==> src/hw/rtl/hcbp_pkg.sv <==
// ----------------------------------------------------------------------------
// hcbp_pkg
// Shared types and constants for the Huffman code bit packer.
// ----------------------------------------------------------------------------
package hcbp_pkg;

	localparam int unsigned CODE_W       = 16;
	localparam int unsigned LEN_W        = 5;
	localparam int unsigned BYTE_W       = 8;
	localparam int unsigned SYM_W        = 8;
	localparam int unsigned TABLE_DEPTH  = 256;
	localparam int unsigned ENTRY_W      = CODE_W + LEN_W;
	localparam int unsigned MAX_CODE_LEN = 16;
	localparam int unsigned CAP_LEN      = (MAX_CODE_LEN < CODE_W) ? MAX_CODE_LEN : CODE_W;
	localparam int unsigned PEND_W       = BYTE_W - 1;
	localparam int unsigned CNT_W        = 3;
	localparam int unsigned ACC_W        = CODE_W + PEND_W;
	localparam int unsigned FIFO_DEPTH   = 4;

	typedef enum logic [1:0] {
		KIND_LOAD   = 2'd0,
		KIND_ENCODE = 2'd1,
		KIND_FLUSH  = 2'd2
	} kind_t;

	typedef struct packed {
		logic [LEN_W-1:0]  len;
		logic [CODE_W-1:0] code;
	} entry_t;

	typedef struct packed {
		logic              push0;
		logic              push1;
		logic [BYTE_W-1:0] byte0;
		logic              last0;
		logic [BYTE_W-1:0] byte1;
		logic              last1;
	} push_t;

endpackage

==> src/hw/rtl/hcbp_ofifo.sv <==
// ----------------------------------------------------------------------------
// hcbp_ofifo
// Output queue that takes up to two bytes per cycle and drains one when ready.
// ----------------------------------------------------------------------------
module hcbp_ofifo (
	input  logic            clk,
	input  logic            arst_n,
	input  hcbp_pkg::push_t push,
	output logic            space,
	output logic            out_valid,
	input  logic            out_ready,
	output logic [7:0]      out_byte,
	output logic            last
);

	import hcbp_pkg::*;

	localparam int unsigned PTR_W = $clog2(FIFO_DEPTH);

	logic [BYTE_W:0]  mem_q [FIFO_DEPTH];
	logic [PTR_W-1:0] wp_q;
	logic [PTR_W-1:0] rp_q;
	logic [PTR_W:0]   cnt_q;
	logic             pop;

	assign out_valid = (cnt_q != '0);
	assign pop       = out_valid && out_ready;
	assign space     = (cnt_q <= (PTR_W+1)'(FIFO_DEPTH - 2));
	assign out_byte  = mem_q[rp_q][BYTE_W-1:0];
	assign last      = mem_q[rp_q][BYTE_W];

	always_ff @(posedge clk) begin
		if (push.push0) begin
			mem_q[wp_q] <= {push.last0, push.byte0};
		end
		if (push.push1) begin
			mem_q[wp_q + PTR_W'(1)] <= {push.last1, push.byte1};
		end
	end

	always_ff @(posedge clk or negedge arst_n) begin
		if (!arst_n) begin
			wp_q  <= '0;
			rp_q  <= '0;
			cnt_q <= '0;
		end else begin
			wp_q  <= wp_q + PTR_W'(push.push0) + PTR_W'(push.push1);
			rp_q  <= rp_q + PTR_W'(pop);
			cnt_q <= cnt_q + (PTR_W+1)'(push.push0) + (PTR_W+1)'(push.push1)
				- (PTR_W+1)'(pop);
		end
	end

endmodule

==> config.mk <==
export PLATFORM = sky130hd
export DESIGN_NAME = hcbp_ofifo
export DESIGN_NICKNAME = d
export VERILOG_FILES = /design/src/hw/rtl/hcbp_pkg.sv /design/src/hw/rtl/hcbp_ofifo.sv
export SDC_FILE = /design/constraint.sdc
export NUM_CORES = 1
export LEC_CHECK = 0
export BUFFER_PORTS_ARGS = -buffer_cell sky130_fd_sc_hd__buf_2
export CAP_MARGIN = 20
export CORE_MARGIN = 1.5
export CORE_UTILIZATION = 60
export DETAILED_ROUTE_END_ITERATION = 10
export PLACE_DENSITY = 0.84
export SLEW_MARGIN = 15
export SYNTH_ARGS = -nofsm -noshare
export SYNTH_HDL_FRONTEND = slang
export SYNTH_SLANG_ARGS = --single-unit
export TNS_END_PERCENT = 100
==> constraint.sdc <==
create_clock -name clk -period 5.4 [get_ports clk]
set_input_delay 0.27 -clock clk [delete_from_list [all_inputs] [get_ports clk]]
set_output_delay 0.27 -clock clk [all_outputs]
set_load 0.02 [all_outputs]
==> summary.md, run 1 <==
| Metric | Value |
|---|---|
| Die W | `roughly 64 um` |
| FF+latch count, synth | `43` |
| IO Port Bufs | `33` |
| Area growth, synth to finish | `12.5%` |
| Total clock sinks | `43` |
| Vias in the first global route | `approximately 1300` |
| Register area share after synthesis | `57.0%` |
| Die Area | `0.00404 mm2` |
| Cell area after synthesis | `0.00220 mm2` |
| Starting Density | `between 60% and 70%` |
| Violation count after the first detailed-route iteration | `58` |
| Setup crit end kind | `flip-flop` |
| Min-delay src | `push[19]` |
| Worst-path clk slew | `0.13 ns` |
| R2R depth | `7` |
| Pleak | `0.986 nW` |
| Worst-Skew Late Latency | `0.34 ns` |
| PwrDens | `530 mW/mm2` |
| Fin. max-slew vios | `0` |
| Largest net degree at the start of global routing | `15` |
| First-pass GRT wire length | `~6300 um` |
| Total Routing Usage GR | `a little over a fifth` |
| Register area | `0.00126 mm2` |
| Vias per cell | `5.90` |
| Final min period | `2.28 ns` |
| Final cell count without fillers | `205` |
| Final setup violation count | `0` |
| Maxcap violations | `0` |
| Avg WL per Cell | `around 19 um` |
| CP required | `about 5.7 ns` |
| Worst EP arrival | `2.53 ns` |
| Setup crit start | `cnt_q[1]$_DFF_PN0_` |
| Yosys cell types | `26` |
| CP max FO | `3` |
| R2R Path End | `cnt_q[2]$_DFF_PN0_` |
| Setup TNS | `0 ns` |
| Cell accounting for the most synthesized area | `edfxtp_1` |
| Least-Margin Pin Slew | `0.987 ns` |
| Synth top area cells | `edfxtp_1 (49%), mux2_2 (14%), mux4_2 (9.2%), dfrtp_1 (8.0%), mux2_4 (6.1%)` |
| Layout cells sized above 1 | `between 50% and 60%` |
| Fmax | `approximately 440 MHz` |
| Rows | `21` |
| Slew headroom | `roughly 34%` |
| Initial antenna violation count | `0` |
| Multi-input logic area | `881 um2` |
| CP startpoint kind | `flip-flop` |
| RD Place Congestion | `0.854` |
| Critical path capture point | `cnt_q[2]$_DFF_PN0_` |
| CTS tree | `done` |
| Synth Area per Inst | `18.1 um2` |
| Most frequent cells in the layout | `edfxtp_1 (36), buf_2 (33), mux2_2 (27), mux4_2 (9), mux2_4 (9)` |
| Final Routed Wirelength | `3840 um` |
| HPWL Detailed | `2660 um` |
| DR pass1 iterations | `4` |
| Clock Tree Buf Depth | `2` |
| Diodes inserted | `0` |
| Synth warnings | `0` |
| Post-route ant nets | `0` |
| DRC Markers | `0` |
| DP Cell Count | `196` |
| RR Startpoint | `cnt_q[1]$_DFF_PN0_` |
| Fin. Hold Viols | `0` |
| WS Path Type | `flip-flop to flip-flop` |
| Crit share post-route | `42.3%` |
| TritonCTS Buffers | `5` |
| Grt total ovfl | `0` |
| Reg-to-reg setup timing slack | `3.12 ns` |
| Core ar. | `around 0.0034 mm2` |
| Post_cts resized | `0` |
| Die H | `63.6 um` |
| Hold Path Class | `primary input to flip-flop` |
| RSZ-0062 raised after global routing | `false` |
| H-tree depth | `2` |
| Via count | `1210` |
| I/O Pins | `34` |
| Cells after synthesis | `122` |
| Fin nets | `187` |
| Layout Skew | `0.00764 ns` |
| Area share of the largest cell type after synthesis | `49.1%` |
| CTS root buf | `clkbuf_4` |
| Fill count | `approximately 240` |
| Syn Nets | `151` |
| Status | `finished clean` |
| Peak supply drop | `0.000320 V` |
| Leading cell type in the layout, fill and taps excluded | `edfxtp_1` |
through the flow:
step / utilization (%) / power (mW) / hold WS, ns / setup WS, ns / area (um2)
floorplan: - / 0.986 / -0.0256 / 3.05 / 2200
global placement: 69.9 / 1.11 / 0.106 / 3.18 / 2390
detailed placement: 69.9 / 1.13 / 0.115 / 3.13 / 2390
CTS: 72.5 / 1.33 / 0.240 / 3.10 / 2480
global route: 72.5 / 1.39 / 0.251 / 2.99 / 2480
finish: 72.5 / 1.31 / 0.254 / 3.12 / 2480
how the worst min path moves through the flow:
stage / to / slack [ns] / cells after the start
after floorplan: cnt_q[0]$_DFF_PN0_ / -0.03 / 0
after global placement: rp_q[0]$_DFF_PN0_ / 0.11 / 1
after detailed placement: rp_q[0]$_DFF_PN0_ / 0.12 / 1
after CTS: wp_q[0]$_DFF_PN0_ / 0.24 / 2
after global routing: mem_q[2][3]$_DFFE_PP_ / 0.25 / 2
final: wp_q[0]$_DFF_PN0_ / 0.25 / 2
state kept, by name (all words and copies together) (netlist names):
signal	count
mem_q	36
rp_q	2
wp_q	2
cnt_q	3
final cells by class:
| cell class | instances | share of cell area (%) |
|---|---|---|
| flip-flops and latches | 43 | 50.7 |
| clock buffers | 5 | 1.52 |
| repair buffers | 35 | 7.37 |
| inverters | 5 | 0.758 |
| multi-input cells | 68 | 35.6 |
| clock inverters | 3 | 1.77 |
| well taps | 46 | 2.32 |
critical path, stage by stage (launching register included):
cell,delay [ns]
dfrtp_1,0.42
or3_1,0.39
and2_1,0.19
ha_1,0.27
inv_1,0.04
fa_1,0.37
fa_1,0.38
xnor2_1,0.13
power by group:
group | switching [mW] | leakage (nW) | internal (mW) | total [mW]
sequential | 0.0901 | 0.419 | 0.504 | 0.594
clock | 0.104 | 0.0452 | 0.0975 | 0.201
combinational | 0.263 | 0.522 | 0.254 | 0.517
kinds of logic (layout without fill, tap and decap cells):
family,after synthesis,in the layout,synth area share (%)
AOI/OAI and AO/OA,3,3,0.909
xor gates and xnor gates,3,3,1.19
adders and majority gates,6,6,4.43
buffers and inverters,11,48,3.18
DFF,43,43,57.0
muxes,46,46,29.6
and+or+nand+nor,10,10,3.64
synth_stat cells, drive strengths merged:
cell type,number
inv,5
or3,1
edfxtp,36
nand2,1
and2,1
o31ai,1
nor2b,1
mux4,9
nand3b,2
fa,3
nand3,1
mux2,36
ha,3
xor2,2
buf,6
mux2i,1
nor3b,1
nor2,2
o21ai,1
dfrtp,7
xnor2,1
a21o,1
routing by layer:
layer | track usage (%) | up-vias | share of wire (%)
met5 | 0 | - | 0
met4 | 6.79 | 0 | 0.68
met3 | 4.29 | 4 | 4.3
met2 | 37.0 | 29 | 54
met1 | 26.6 | 632 | 41
li1 | - | 545 | -
repair_timing:
action / in CTS / in global routing
hold buffers: 1 / 0
endpoints found under the hold margin: 7 / 0
setup buffers: 0 / 0
Note: power is estimated with default switching activity, not from simulation.
==> run 2, diff against run 1 <==
--- a/config.mk
+++ b/config.mk
@@ -8,9 +8,9 @@
 export BUFFER_PORTS_ARGS = -buffer_cell sky130_fd_sc_hd__buf_2
 export CAP_MARGIN = 20
 export CORE_MARGIN = 1.5
-export CORE_UTILIZATION = 60
+export CORE_UTILIZATION = 51
 export DETAILED_ROUTE_END_ITERATION = 10
-export PLACE_DENSITY = 0.84
+export PLACE_DENSITY = 0.76
 export SLEW_MARGIN = 15
 export SYNTH_ARGS = -nofsm -noshare
 export SYNTH_HDL_FRONTEND = slang
==> constraint.sdc (replaced) <==
create_clock -name clk -period 2 [get_ports clk]
set_input_delay 0.1 -clock clk [delete_from_list [all_inputs] [get_ports clk]]
set_output_delay 0.1 -clock clk [all_outputs]
set_load 0.02 [all_outputs]
==> run 2 against run 1 <==
  * The flow now finishes with violations (negative setup slack)
  * Sequential cell count did not move
  * Global-route usage down 1.8 points
  * First-iteration DRC count increased by 24%
  * Fmax increased by 8.0%
  * Setup slack worse by 3.2 ns
  * Power increased to 2.8 times the previous value
  * Largest power group is now combinational logic
  * Critical endpoint unchanged
  * Critical path type unchanged
  * Routed wire length grew 6.6%
  * Die area increased by 17%
  * Final cell count grew 8.8%
  * Hold slack got worse by 0.11 ns
  * Sequential power grew to 2.5 times the previous value
==> summary.md, run 2 (synthesis gave the netlist of run 1 again) <==
| Metric | Value |
|---|---|
| Worst-path clk slew | `0.08 ns (-0.05 ns)` |
| Vias in the first global route | `1267 (-1.5%)` |
| Post-route ant nets | `0 (unchanged)` |
| Power, Total | `3.72 mW (+180%)` |
| Starting Density | `53.9% (-11 points)` |
| CTS tree | `done` |
| Violation count after the first detailed-route iteration | `72 (+24%)` |
| DR pass1 iterations | `4 (unchanged)` |
| Vias per cell | `5.48 (-7.1%)` |
| Via count | `1223 (+1.1%)` |
| HPWL Detailed | `2900 um (+8.9%)` |
| Total clock sinks | `43 (unchanged)` |
| Initial antenna violation count | `0 (unchanged)` |
| Worst-Skew Late Latency | `0.29 ns (-0.05 ns)` |
| CP required | `2.18 ns (-3.47 ns)` |
| Post_cts resized | `0 (unchanged)` |
| Final min period | `2.12 ns (-0.169 ns)` |
| DRC Markers | `0 (unchanged)` |
| Least-Margin Pin Slew | `0.829 ns (-0.158 ns)` |
| Die W | `68.7 um (+8.1%)` |
| Area after DPL | `0.00251 mm2 (+5.1%)` |
| Pleak | `1.05 nW (+6.5%)` |
| Leading cell type in the layout, fill and taps excluded | `edfxtp_1` |
| Die H | `68.7 um (+8.1%)` |
| Worst hold-check slack | `0.145 ns (-0.109 ns)` |
| Diodes inserted | `0 (unchanged)` |
| Grt total ovfl | `0 (unchanged)` |
| Clock Tree Buf Depth | `2 (unchanged)` |
| Avg WL per Cell | `18.4 um (-2.0%)` |
| RD Place Congestion | `0.730 (-15%)` |
| Status | `finished, violations left` |
| Gr busiest metal | `met2` |
| Final WS setup | `-0.115 ns (-3.23 ns)` |
| Maxcap violations | `0 (unchanged)` |
| H-tree depth | `2 (unchanged)` |
| GR Layer Usage met2 | `35.3% (-1.6 points)` |
| Hold Path Class | `primary input to flip-flop` |
| Peak supply drop | `0.000872 V (+170%)` |
| TritonCTS Buffers | `5 (unchanged)` |
| Max reg flops | `36 (unchanged)` |
| RSZ-0062 raised after global routing | `true` |
| Final Routed Wirelength | `4100 um (+6.6%)` |
| Global routing usage on met3 | `3.90% (-0.39 points)` |
| Fin. Hold Viols | `0 (unchanged)` |
| Failing checks | `negative setup slack` |
| Final setup violation count | `2 (+2)` |
| Layout Skew | `0.00434 ns (-0.00330 ns)` |
| Rows | `23 (+9.5%)` |
| Die Area | `0.00472 mm2 (+17%)` |
| Worst EP arrival | `2.29 ns (-0.24 ns)` |
| WS Path Type | `flip-flop to flip-flop` |
| Core ar. | `0.00409 mm2 (+20%)` |
| CP max FO | `2 (-1)` |
| Top flop regs | `mem_q x36, cnt_q x3` |
| Area growth, synth to finish | `18.4%` |
| Fin nets | `201 (+7.5%)` |
| Fmax | `473 MHz (+8.0%)` |
| M1 GR Usage | `23.2% (-3.4 points)` |
| Slew headroom | `44.3% (+10 points)` |
| Biggest register | `mem_q` |
| Setup crit end kind | `flip-flop` |
| CP startpoint kind | `flip-flop` |
| Final instance area | `0.00261 mm2 (+5.3%)` |
| Layout cells sized above 1 | `62.4% (+5.2 points)` |
| Most frequent cells in the layout | `edfxtp_1 (36), buf_2 (33), mux2_2 (27), buf_4 (15)` |
| PwrDens | `1430 mW/mm2 (+170%)` |
| Fin. max-slew vios | `0 (unchanged)` |
| First-pass GRT wire length | `6380 um (+1.8%)` |
| Crit share post-route | `106% (+63 points)` |
| Total Routing Usage GR | `19.5% (-1.8 points)` |
| IO Port Bufs | `33 (unchanged)` |
| Largest net degree at the start of global routing | `14 (-1)` |
| I/O Pins | `34 (unchanged)` |
| CTS root buf | `clkbuf_8` |
| Setup TNS | `-0.229 ns (-0.229 ns)` |
[run 2: path summary, 6_finish.rpt]
kind,startpoint,end,slack (ns),depth (start not counted)
min in group asynchronous,arst_n,rp_q[1]$_DFF_PN0_,0.17,2
worst min register to register,rp_q[0]$_DFF_PN0_,rp_q[0]$_DFF_PN0_,0.53,1
worst min-delay path,push[0],mem_q[2][8]$_DFFE_PP_,0.14,2
worst max-delay path,cnt_q[1]$_DFF_PN0_,cnt_q[2]$_DFF_PN0_,-0.12,7
max in group asynchronous,arst_n,wp_q[1]$_DFF_PN0_,1.66,2
worst max register to register,cnt_q[1]$_DFF_PN0_,cnt_q[2]$_DFF_PN0_,-0.12,7
[run 2: per-layer routing]
layer,part of all wire (%),routed length (um)
met1,41,1690
met5,0,0
met4,0.59,24
met2,55,2250
met3,3.0,123
[run 2: final cells by class]
cell class / count / area, um2
repair buffers: 49 / 288
inverters: 5 / 18.8
clock inverters: 2 / 8.76
fillers: 315 / 1480
clock buffers: 6 / 72.6
flip-flops and latches: 43 / 1260
multi-input cells: 68 / 901
well taps: 50 / 62.6
[run 2: per-stage QoR]
step	std cells	setup WS, ns	util [%]
6_report	223	-0.115	63.8
5_1_grt	223	-0.152	63.8
4_1_cts	222	-0.133	63.6
3_5_place_dp	213	-0.119	61.4
3_3_place_gp	213	-0.0725	61.4
2_1_floorplan	122	-0.142	-
[run 2: power by group]
part	internal, mW	leakage, nW	total [mW]	switching (mW)
Combinational	0.840	0.589	1.69	0.854
Sequential	1.36	0.419	1.51	0.149
Clock	0.240	0.0426	0.521	0.280
[run 2: timing repair]
item	4_1_cts	5_1_grt
hold endpoints to repair	7	0
endpoints found under the setup margin	2	2
hold buffers	1	0
buffers inserted	0	1
[run 2: critical path, stage by stage (launching register included)]
cell,delay (ns)
dfrtp_1,0.38
or3_4,0.38
and2_4,0.16
ha_4,0.26
inv_2,0.03
fa_2,0.33
fa_2,0.34
xnor2_1,0.13
