## src/hw/rtl/hcbp_pkg.sv

```systemverilog
// ----------------------------------------------------------------------------
// hcbp_pkg
// Shared types and constants for the Huffman code bit packer.
// ----------------------------------------------------------------------------
package hcbp_pkg;

	localparam int unsigned CODE_W       = 16;
	localparam int unsigned LEN_W        = 5;
	localparam int unsigned BYTE_W       = 8;
	localparam int unsigned SYM_W        = 8;
	localparam int unsigned TABLE_DEPTH  = 256;
	localparam int unsigned ENTRY_W      = CODE_W + LEN_W;
	localparam int unsigned MAX_CODE_LEN = 16;
	localparam int unsigned CAP_LEN      = (MAX_CODE_LEN < CODE_W) ? MAX_CODE_LEN : CODE_W;
	localparam int unsigned PEND_W       = BYTE_W - 1;
	localparam int unsigned CNT_W        = 3;
	localparam int unsigned ACC_W        = CODE_W + PEND_W;
	localparam int unsigned FIFO_DEPTH   = 4;

	typedef enum logic [1:0] {
		KIND_LOAD   = 2'd0,
		KIND_ENCODE = 2'd1,
		KIND_FLUSH  = 2'd2
	} kind_t;

	typedef struct packed {
		logic [LEN_W-1:0]  len;
		logic [CODE_W-1:0] code;
	} entry_t;

	typedef struct packed {
		logic              push0;
		logic              push1;
		logic [BYTE_W-1:0] byte0;
		logic              last0;
		logic [BYTE_W-1:0] byte1;
		logic              last1;
	} push_t;

endpackage

```

## src/hw/rtl/hcbp_pack.sv

```systemverilog
// ----------------------------------------------------------------------------
// hcbp_pack
// Bit packing stage: merges a looked-up code word into the pending bits and
// emits up to two complete bytes per transaction, or one padded flush byte.
// ----------------------------------------------------------------------------
module hcbp_pack (
	input  logic            clk,
	input  logic            arst_n,
	input  logic            fire,
	input  hcbp_pkg::kind_t kind_s1,
	input  hcbp_pkg::entry_t entry_s1,
	output hcbp_pkg::push_t push
);

	import hcbp_pkg::*;

	logic [PEND_W-1:0] pend_q;
	logic [CNT_W-1:0]  cnt_q;
	logic [PEND_W-1:0] pend_d;
	logic [CNT_W-1:0]  cnt_d;

	logic [ACC_W-1:0]  acc;
	logic [LEN_W-1:0]  total;
	logic [LEN_W-1:0]  rem;
	logic [ACC_W-1:0]  sh0;
	logic [ACC_W-1:0]  sh1;
	logic [PEND_W:0]   mask;
	logic [14:0]       flush_w;

	always_comb begin
		acc     = ({{CODE_W{1'b0}}, pend_q} << entry_s1.len) | {{PEND_W{1'b0}}, entry_s1.code};
		total   = {2'b00, cnt_q} + entry_s1.len;
		sh0     = acc >> (total - LEN_W'(BYTE_W));
		sh1     = acc >> (total - LEN_W'(2 * BYTE_W));
		if (total >= LEN_W'(2 * BYTE_W)) begin
			rem = total - LEN_W'(2 * BYTE_W);
		end else if (total >= LEN_W'(BYTE_W)) begin
			rem = total - LEN_W'(BYTE_W);
		end else begin
			rem = total;
		end
		mask    = ((PEND_W+1)'(1) << rem[CNT_W-1:0]) - (PEND_W+1)'(1);
		flush_w = {8'b0, pend_q} << (4'd8 - {1'b0, cnt_q});
	end

	always_comb begin
		push   = '0;
		pend_d = pend_q;
		cnt_d  = cnt_q;
		case (kind_s1)
			KIND_ENCODE: begin
				if (entry_s1.len != '0) begin
					push.push0 = (total >= LEN_W'(BYTE_W));
					push.push1 = (total >= LEN_W'(2 * BYTE_W));
					push.byte0 = sh0[BYTE_W-1:0];
					push.last0 = (total < LEN_W'(2 * BYTE_W));
					push.byte1 = sh1[BYTE_W-1:0];
					push.last1 = 1'b1;
					pend_d     = acc[PEND_W-1:0] & mask[PEND_W-1:0];
					cnt_d      = rem[CNT_W-1:0];
				end
			end
			KIND_FLUSH: begin
				if (cnt_q != '0) begin
					push.push0 = 1'b1;
					push.byte0 = flush_w[BYTE_W-1:0];
					push.last0 = 1'b1;
					pend_d     = '0;
					cnt_d      = '0;
				end
			end
			default: begin
			end
		endcase
		if (!fire) begin
			push   = '0;
			pend_d = pend_q;
			cnt_d  = cnt_q;
		end
	end

	always_ff @(posedge clk or negedge arst_n) begin
		if (!arst_n) begin
			pend_q <= '0;
			cnt_q  <= '0;
		end else begin
			pend_q <= pend_d;
			cnt_q  <= cnt_d;
		end
	end

endmodule

```

## config.mk

```make
export PLATFORM = sky130hd
export DESIGN_NAME = hcbp_pack
export DESIGN_NICKNAME = d
export VERILOG_FILES = /design/src/hw/rtl/hcbp_pkg.sv /design/src/hw/rtl/hcbp_pack.sv
export SDC_FILE = /design/constraint.sdc
export NUM_CORES = 1
export LEC_CHECK = 0
export BUFFER_PORTS_ARGS = -buffer_cell sky130_fd_sc_hd__buf_2
export CAP_MARGIN = 20
export CORE_ASPECT_RATIO = 0.8
export CORE_MARGIN = 2
export CORE_UTILIZATION = 50
export CTS_BUF_LIST = sky130_fd_sc_hd__clkbuf_8
export DETAILED_ROUTE_END_ITERATION = 6
export PLACE_DENSITY = 0.73
export SYNTH_ARGS = -nofsm -noshare
export SYNTH_HDL_FRONTEND = slang
export SYNTH_SLANG_ARGS = --single-unit
export TNS_END_PERCENT = 100
```

## constraint.sdc

```tcl
create_clock -name clk -period 4.7 [get_ports clk]
set_input_delay 0.235 -clock clk [delete_from_list [all_inputs] [get_ports clk]]
set_output_delay 0.235 -clock clk [all_outputs]
set_load 0.005 [all_outputs]
```

==> impl_metrics.ini, run 1 <==
[setup_path]
crit_fanout = 17
path_class = register to output port
cp-end-kind = output port
cp.required_ps = 4470
cp-start-kind = register
critPathArrivalTime_ps = 3870

[yosys]
seq_area_frac_synth_pct = 7.40
synth_edf_count = 0
synthAdderAreaFrac_pct = 3.92
async_flop_share_pct = 100
synth_ff_type = dfrtp_1
synth.area.mux_share_pct = 17.8
syn_area_per_cell_um2 = 7.13
synth_cell_types = 86
synth_warnings = 0
syn-cell-area_um2 = 3380
synth_cells = 474
yosys.area_share.simple_pct = 26.8
synth_compound_area_share_pct = 33.9
syn_nets = 510
synthXorXnorAreaFrac_pct = 1.55
synth_seq_cells = 10
synth_top_family_by_area = compound AO/OA/AOI/OAI gates

[run]
max_cap_violations = 0

[status]
status = finished, final reports clean

[detailed_routing]
first_pass_iters = 6
drt_iter0_drc = 520
routed_wl_um = 11700
avgViaCountPerCell = 6.89
drc = 0
wl_per_cell_um = 20.3
vias = 3947
drtAntennaViolNets = 0

[global_route]
grt_overflow_total = 0
grtUsageTotal_pct = 31.8
grt_util_met2_pct = 47.1
grt.busiest_layer = met1
grt_pass1_wl_um = 18700
grt_max_degree = 32
antenna_found_initial = 0
grt_use_met3_pct = 5.83
grt_pass1_vias = 3547
use_met1_pct = 48.1

[place]
hpwl_um = 9040
dp.cells = 568
gp_congestion = 1.02
io_buffer_count = 45

[clock_tree]
numCtsBuffers = 3
cts_resized = 0
cts.path.max_buffers = 2
post_cts_buffers = 0
cts_tree = done
htreeDepth = 1
clk_pin_slew_ps = 50
clock_insertion_delay_worst_skew_ps = 240
cts.sinks = 10
cts_hold_buf = 1
cts-root-buf = clkbuf_8

[worst_hold_path]
hold_path_class = primary input to async pin

[timing]
tightestPinTransition_ps = 817
rsz0062_at_grt = false
finalCritPeriodShare_pct = 87.4
fin_crit_ps = 4110
setup_violations = 0
final-max-slew-violation-count = 0
final.setup_skew_ps = 1.76
finalHoldViolations = 0
fin_setup_tns_ps = 0
fmax_mhz = 243
slew_headroom_pct = 44.1

[die]
die-area_um2 = 7440
rows = 26
fp.dieW_um = 95.9
die_y_um = 77.5
coreArea_um2 = 6470
start_util_pct = 52.2
io_pins = 46

[cells_and_area]
finalNonFillerCells = 573
nFillCells = 657
mostFrequentLayoutCells = nand2_1 (56), nor2_1 (53), buf_2 (45)
diodes = 0
multiInputGateArea_um2 = 2850
syn2layout_area_growth_pct = 7.25
final_common_cell = nand2_1
finalNetCount = 526
drive_above_1_share_pct = 19.2
regArea_um2 = 250

[pwr]
leakagePower_nw = 1.47
p_per_area_nw_per_um2 = 488
peakVddDrop_mv = 0.379
==> cell families (layout without fill, tap and decap cells) <==
family	after synthesis	in the layout
AND/OR/NAND/NOR	186	186
multiplexers	45	45
adder cells (fa/ha/maj)	10	10
XOR/XNOR	6	6
buffers and inverters	61	76
AO/OA/AOI/OAI	156	156
flip-flops	10	10
==> sequential cells by signal (all words and copies together), names as in the netlist <==
signal  cells
pend_q      7
cnt_q       3
==> report_power, final <==
group          switching (W)  internal (W)  total [W]
Clock              0.0000334     0.0000736   0.000107
Sequential         0.0000706      0.000110   0.000181
Combinational       0.000917      0.000565    0.00148
Total                0.00102      0.000748    0.00177
==> cells in the mapped netlist (3+ instances only) <==
master	instances	area (um2)
o211ai_1	5	37.5
nand2_1	56	210
ha_1	9	113
a21o_1	5	37.5
inv_1	17	63.8
mux2i_1	22	220
mux4_2	8	180
nand3_1	11	55.1
or3_1	3	18.8
o32ai_1	4	35.0
a2111oi_0	7	61.3
o21ai_0	23	115
mux2_2	9	101
nor2b_1	8	50.1
o21a_1	3	22.5
a211oi_1	14	105
o22ai_2	3	37.5
a221oi_1	3	26.3
xor2_1	4	35.0
buf_6	4	45.0
nor3_1	15	75.1
a31oi_1	9	56.3
a211o_1	3	26.3
nor2_1	53	199
o22ai_1	4	25.0
o31ai_1	8	60.1
a2111oi_2	3	45.0
a21oi_1	27	135
nor4_1	5	31.3
and2_1	3	18.8
buf_2	12	60.1
nand2b_1	9	56.3
dfrtp_1	10	250
clkbuf_1	22	82.6
and3_1	4	25.0
o2111ai_1	3	26.3
==> critical path, stage by stage, from the launching register on <==
cell and delay, ps:
dfrtp_1 650, ha_1 260, inv_1 50, fa_1 470, nor2b_1 140, o21ai_0 100, xor2_1 450, ha_1 540
nand2_1 180, or4_1 530, a21oi_1 140, buf_2 120
==> final timing paths <==
| path | depth (start not counted) | startpoint | slack, ps | end |
|---|---|---|---|---|
| setup / recovery | 11 | cnt_q[0]$_DFFE_PN0P_ | 590 | push[17] |
| hold / removal | 2 | arst_n | 380 | cnt_q[0]$_DFFE_PN0P_ |
| setup reg to reg | 11 | cnt_q[0]$_DFFE_PN0P_ | 1110 | pend_q[6]$_DFFE_PN0P_ |
| hold reg to reg | 2 | cnt_q[1]$_DFFE_PN0P_ | 570 | cnt_q[1]$_DFFE_PN0P_ |
| max in group asynchronous | 2 | arst_n | 4140 | pend_q[3]$_DFFE_PN0P_ |
| min in group clk | 3 | entry_s1[0] | 380 | pend_q[0]$_DFFE_PN0P_ |
==> metrics by stage <==
stage	hold slack, ps	total power [W]	setup WS (ps)	util (%)	instance area, um2
final	377	0.00177	591	56.0	3630
after floorplan	-60.6	0.00127	1230	-	3380
after global routing	398	0.00191	294	56.0	3630
after global placement	94.4	0.00160	831	55.0	3560
after detailed placement	102	0.00161	766	55.0	3560
after CTS	379	0.00173	611	56.0	3630
==> routing by layer <==
layer,wire (um),vias up
met1,5180,1852
met3,1390,16
met2,4950,251
met4,142,0
met5,0,-
li1,-,1828
==> area by class of cell <==
cell class | count | area share, %
multi-input combinational | 403 | 78.7
timing repair buffer | 54 | 8.14
sequential | 10 | 6.90
tap | 84 | 2.90
inverter | 18 | 1.86
clock buffer | 4 | 1.52
Power figures use the tool's default switching activity.
==> inputs of run 2 (changes only) <==
--- a/config.mk
+++ b/config.mk
@@ -13,6 +13,7 @@
 export CTS_BUF_LIST = sky130_fd_sc_hd__clkbuf_8
 export DETAILED_ROUTE_END_ITERATION = 6
 export PLACE_DENSITY = 0.73
+export REMOVE_ABC_BUFFERS = 1
 export SYNTH_ARGS = -nofsm -noshare
 export SYNTH_HDL_FRONTEND = slang
 export SYNTH_SLANG_ARGS = --single-unit
==> run 2 against run 1 <==
  * Largest cell class unchanged
  * Final cell count stayed put
  * Register-to-register slack got worse by 40 ps
  * Critical path depth is the same
  * Final area did not move
  * Flip-flop and latch count unchanged
  * Sequential share of layout area unchanged
==> impl_metrics.ini, run 2 (synthesis gave the netlist of run 1 again) <==
[cells_and_area]
mostFrequentLayoutCells = nand2_1 (56), nor2_1 (53), buf_2 (45)
syn2layout_area_growth_pct = 7.25
drive_above_1_share_pct = 19.2
largestRegisters = pend_q: 7 flops, cnt_q: 3 flops
finalNetCount = 526
finalNonFillerCells = 573
final_common_cell = nand2_1
largest_register_ffs = 7
top_register = pend_q
diodes = 0
final_util_pct = 56.0

[clock_tree]
numCtsBuffers = 3
cts_resized = 0
cts.sinks = 10
clk_pin_slew_ps = 50
cts_hold_buf = 1
post_cts_buffers = 0
cts.path.max_buffers = 2
clock_insertion_delay_worst_skew_ps = 230
cts_tree = done
htreeDepth = 1
cts-root-buf = clkbuf_8

[run]
max_cap_violations = 0

[place]
gp_congestion = 1.04
io_buffer_count = 45
dp.cells = 568
place_ws_ps = 886
hpwl_um = 8990

[setup_path]
path_class = register to output port
cp.required_ps = 4470
crit_chain = ha_1 > inv_1 > fa_1 > nor2b_1 > o21ai_0 > xor2_1 > ha_1 > nand2_1 > or4_1 > a21oi_1 > buf_2
crit_family = adder cells
crit_buf_inv = 2
cp-start-kind = register
critPathArrivalTime_ps = 3880
cpMostUsedCell = ha_1
slowest_stage = dfrtp_1
crit_fanout = 17
cp-end-kind = output port
max_stage_delay_ps = 650

[die]
die-area_um2 = 7440
fp.dieW_um = 95.9
coreArea_um2 = 6470
die_y_um = 77.5
rows = 26
io_pins = 46
start_util_pct = 52.2

[detailed_routing]
first_pass_iters = 6
drtAntennaViolNets = 0
vias = 4015
wl_per_cell_um = 20.2
top_layer_used = met4
wl_met3_um = 1520
avgViaCountPerCell = 7.01
drc = 0
routed-wl-met2_um = 4910
routed_wl_um = 11600
m1WireLength_um = 4960
drt_iter0_drc = 667

[worst_hold_path]
hold_path_class = primary input to async pin

[global_route]
antenna_found_initial = 0
grtUsageTotal_pct = 31.8
grt_pass1_vias = 3449
grt_max_degree = 32
grt_pass1_wl_um = 18800
grt_overflow_total = 0

[timing]
slew_headroom_pct = 49.9
fin_setup_tns_ps = 0
setup_violations = 0
final.setup_skew_ps = 1.79
holdWs_ps = 376
finalHoldViolations = 0
fin_crit_ps = 4120
final-max-slew-violation-count = 0
rsz0062_at_grt = false
finalCritPeriodShare_pct = 87.6
fmax_mhz = 243
setup_ws_ps = 584
tightestPinTransition_ps = 745

[pwr]
p_per_area_nw_per_um2 = 489
peakVddDrop_mv = 0.395
leakagePower_nw = 1.47

[status]
status = finished, final reports clean
-- run 2: cell counts in the layout (fill, tap and decap cells not counted) --
No cell type changed its count.
-- run 2: stage by stage --
step,total power [W],instance area [um2]
after floorplan,0.00121,3160
after global placement,0.00160,3560
after detailed placement,0.00161,3560
after CTS,0.00172,3630
after global routing,0.00191,3630
final,0.00177,3630
-- run 2: final timing paths --
path	depth (start not counted)	slack, ps	start	endpoint
hold / removal	2	380	arst_n	cnt_q[2]$_DFFE_PN0P_
hold reg to reg	2	580	cnt_q[1]$_DFFE_PN0P_	cnt_q[1]$_DFFE_PN0P_
setup / recovery	11	580	cnt_q[0]$_DFFE_PN0P_	push[17]
max in group asynchronous	2	4140	arst_n	pend_q[2]$_DFFE_PN0P_
setup reg to reg	11	1070	cnt_q[0]$_DFFE_PN0P_	pend_q[6]$_DFFE_PN0P_
min in group clk	3	380	entry_s1[0]	pend_q[0]$_DFFE_PN0P_
-- run 2: power breakdown --
group | leakage (nW) | switching (W) | total, W | internal, W
sequential | 0.133 | 0.0000734 | 0.000183 | 0.000110
combinational | 1.31 | 0.000924 | 0.00148 | 0.000559
clock | 0.0288 | 0.0000320 | 0.000106 | 0.0000735
-- run 2: layout make-up --
type | count | area [um2]
multi-input cells | 403 | 2850
fillers | 645 | 2850
repair buffers | 54 | 295
flip-flops and latches | 10 | 250
well taps | 84 | 105
inverters | 18 | 67.6
clock buffers | 4 | 55.1
-- run 2: per-layer routing --
layer  GRT usage [%]  vias to the layer above
li1                -                     1835
met2            45.7                      276
met1            48.9                     1877
met4            6.00                        0
met3            6.12                       27
met5               0                        -
==> inputs of run 3 (changes only) <==
--- a/config.mk
+++ b/config.mk
@@ -9,10 +9,10 @@
 export CAP_MARGIN = 20
 export CORE_ASPECT_RATIO = 0.8
 export CORE_MARGIN = 2
-export CORE_UTILIZATION = 50
+export CORE_UTILIZATION = 45
 export CTS_BUF_LIST = sky130_fd_sc_hd__clkbuf_8
 export DETAILED_ROUTE_END_ITERATION = 6
-export PLACE_DENSITY = 0.73
+export PLACE_DENSITY = 0.67
 export REMOVE_ABC_BUFFERS = 1
 export SYNTH_ARGS = -nofsm -noshare
 export SYNTH_HDL_FRONTEND = slang
==> constraint.sdc (replaced) <==
create_clock -name clk -period 4.7 [get_ports clk]
set_input_delay 0.47 -clock clk [delete_from_list [all_inputs] [get_ports clk]]
set_output_delay 0.47 -clock clk [all_outputs]
set_load 0.005 [all_outputs]
==> run 3 against run 2 <==
  * First-iteration DRC count is 31% lower
  * Die area is 11% higher
  * Critical path depth stayed put
  * Maximum frequency is 3.5% lower
  * Global-route usage is 3.2 points lower
  * Non-clock buffer count is 4 higher
  * Sequential share of layout area is 0.066 points lower
  * Hold slack worse by 300 ps
  * Flip-flop and latch count stayed put
  * Via count is 1.0% lower
  * Combinational power hardly changed
  * Critical path type unchanged
  * Critical endpoint is now push[16]
  * Largest power group unchanged
==> impl_metrics.ini, run 3 (synthesis gave the netlist of run 1 again) <==
[clock_tree]
post_cts_buffers = 0
cts_hold_buf = 0
clock_insertion_delay_worst_skew_ps = 240
cts_resized = 0
htreeDepth = 1
cts_tree = done
cts.sinks = 10
numCtsBuffers = 3
cts.path.max_buffers = 2
cts-root-buf = clkbuf_8
clk_pin_slew_ps = 40

[setup_path]
cpMostUsedCell = a211oi_1
crit_chain = ha_1 > inv_1 > fa_1 > xnor2_2 > a211oi_1 > o32ai_1 > nor2_1 > a31oi_1 > mux2i_1 > a211oi_1 > buf_2
crit_family = compound AO/OA/AOI/OAI gates
crit_fanout = 17
crit_buf_inv = 2
cp-start-kind = register
cp-startpoint = cnt_q[0]$_DFFE_PN0P_
critPathArrivalTime_ps = 3790
cp.required_ps = 4230
slowest_stage = dfrtp_1
max_stage_delay_ps = 660
cp-end-kind = output port
worstReg2RegStart = cnt_q[0]$_DFFE_PN0P_
path_class = register to output port

[global_route]
grt_pass1_vias = 3537
antenna_found_initial = 0
grt_max_degree = 36
grtUsageTotal_pct = 28.6
grt_overflow_total = 0
grt_pass1_wl_um = 18600

[place]
hpwl_um = 9170
place_ws_ps = 752
gp_congestion = 1.01
io_buffer_count = 45
dp.cells = 579

[pwr]
peakVddDrop_mv = 0.333
clkPwrFrac_pct = 5.9
leakagePower_nw = 1.49
power.switching_w = 0.00103
p_int_w = 0.000759
p_per_area_nw_per_um2 = 490
comb_power_share_pct = 83.7
switching_share_pct = 57.7
seqPwrFrac_pct = 10.4

[cells_and_area]
final_util_pct = 49.8
multiInputGateArea_um2 = 2850
syn2layout_area_growth_pct = 8.29
top_register = pend_q
final_common_cell = nand2_1
largestRegisters = pend_q: 7 flops, cnt_q: 3 flops
largest_register_ffs = 7
regArea_um2 = 250
diodes = 0
mostFrequentLayoutCells = nand2_1 (56), nor2_1 (53), buf_2 (45)
finalNonFillerCells = 583
nFillCells = 736
finalNetCount = 530
drive_above_1_share_pct = 20.1

[detailed_routing]
routed_wl_um = 11800
drtAntennaViolNets = 0
avgViaCountPerCell = 6.81
wl_per_cell_um = 20.2
first_pass_iters = 5
drc = 0
vias = 3973
drt_iter0_drc = 463

[die]
rows = 28
fp.dieW_um = 101
io_pins = 46
die_y_um = 81.5
die-area_um2 = 8230
coreArea_um2 = 7360
start_util_pct = 46.0

[timing]
final.setup_skew_ps = 0.313
rsz0062_at_grt = false
finalHoldViolations = 0
final-max-slew-violation-count = 0
setup_ws_ps = 435
tightestPinTransition_ps = 804
slew_headroom_pct = 45.0
fin_crit_ps = 4260
setup_violations = 0
fmax_mhz = 234
finalCritPeriodShare_pct = 90.7

[worst_hold_path]
hold_path_class = primary input to async pin

[run]
max_cap_violations = 0

[status]
status = finished, final reports clean
## run 3: worst register-to-register path, delay by kind of cell (launching register included)
family	cells	cell delay (ps)
adders and majority gates	3	1000
xor gates and xnor gates	2	690
DFF	1	660
AOI/OAI and AO/OA	2	430
buffers and inverters	2	320
and+or+nand+nor	2	250
## run 3: final timing paths
check / endpoint / slack, ps / cells after the start
min in group clk: cnt_q[1]$_DFFE_PN0P_ / 580 / 2
worst max-delay path: push[16] / 440 / 11
worst min register to register: cnt_q[1]$_DFFE_PN0P_ / 580 / 2
max in group asynchronous: pend_q[0]$_DFFE_PN0P_ / 4440 / 1
worst min-delay path: cnt_q[2]$_DFFE_PN0P_ / 80 / 1
worst max register to register: pend_q[6]$_DFFE_PN0P_ / 1220 / 11
## run 3: cell type report
| type | instances | share of cell area (%) |
|---|---|---|
| Clock buffer | 4 | 1.50 |
| Inverter | 18 | 1.85 |
| Tap cell | 90 | 3.08 |
| Multi-Input combinational cell | 403 | 77.9 |
| Timing Repair Buffer | 58 | 8.82 |
| Sequential cell | 10 | 6.84 |
## run 3: power by group through the flow
stage                     clock [W]  combinational [W]  sequential [W]
final                      0.000106            0.00150        0.000186
after global routing       0.000116            0.00162        0.000192
after CTS                  0.000111            0.00145        0.000184
after detailed placement          0            0.00144        0.000186
after global placement            0            0.00144        0.000185
after floorplan                   0            0.00105        0.000158
## run 3: per-layer routing
| metal | part of all wire, % | track usage (%) | vias up |
|---|---|---|---|
| met5 | 0 | 0 | - |
| met4 | 2.6 | 9.73 | 0 |
| met3 | 11 | 3.15 | 27 |
| met2 | 43 | 43.8 | 262 |
| met1 | 44 | 41.7 | 1844 |
| li1 | - | - | 1840 |
## run 3: stage by stage
stage / hold WS (ps) / power [W] / setup TNS, ps / cell area, um2
floorplan: 174 / 0.00121 / -3.72 / 3160
global placement: 330 / 0.00163 / 0 / 3610
detailed placement: 339 / 0.00163 / 0 / 3610
CTS: 81.8 / 0.00174 / 0 / 3660
global route: 84.8 / 0.00193 / 0 / 3660
finish: 79.3 / 0.00179 / 0 / 3660
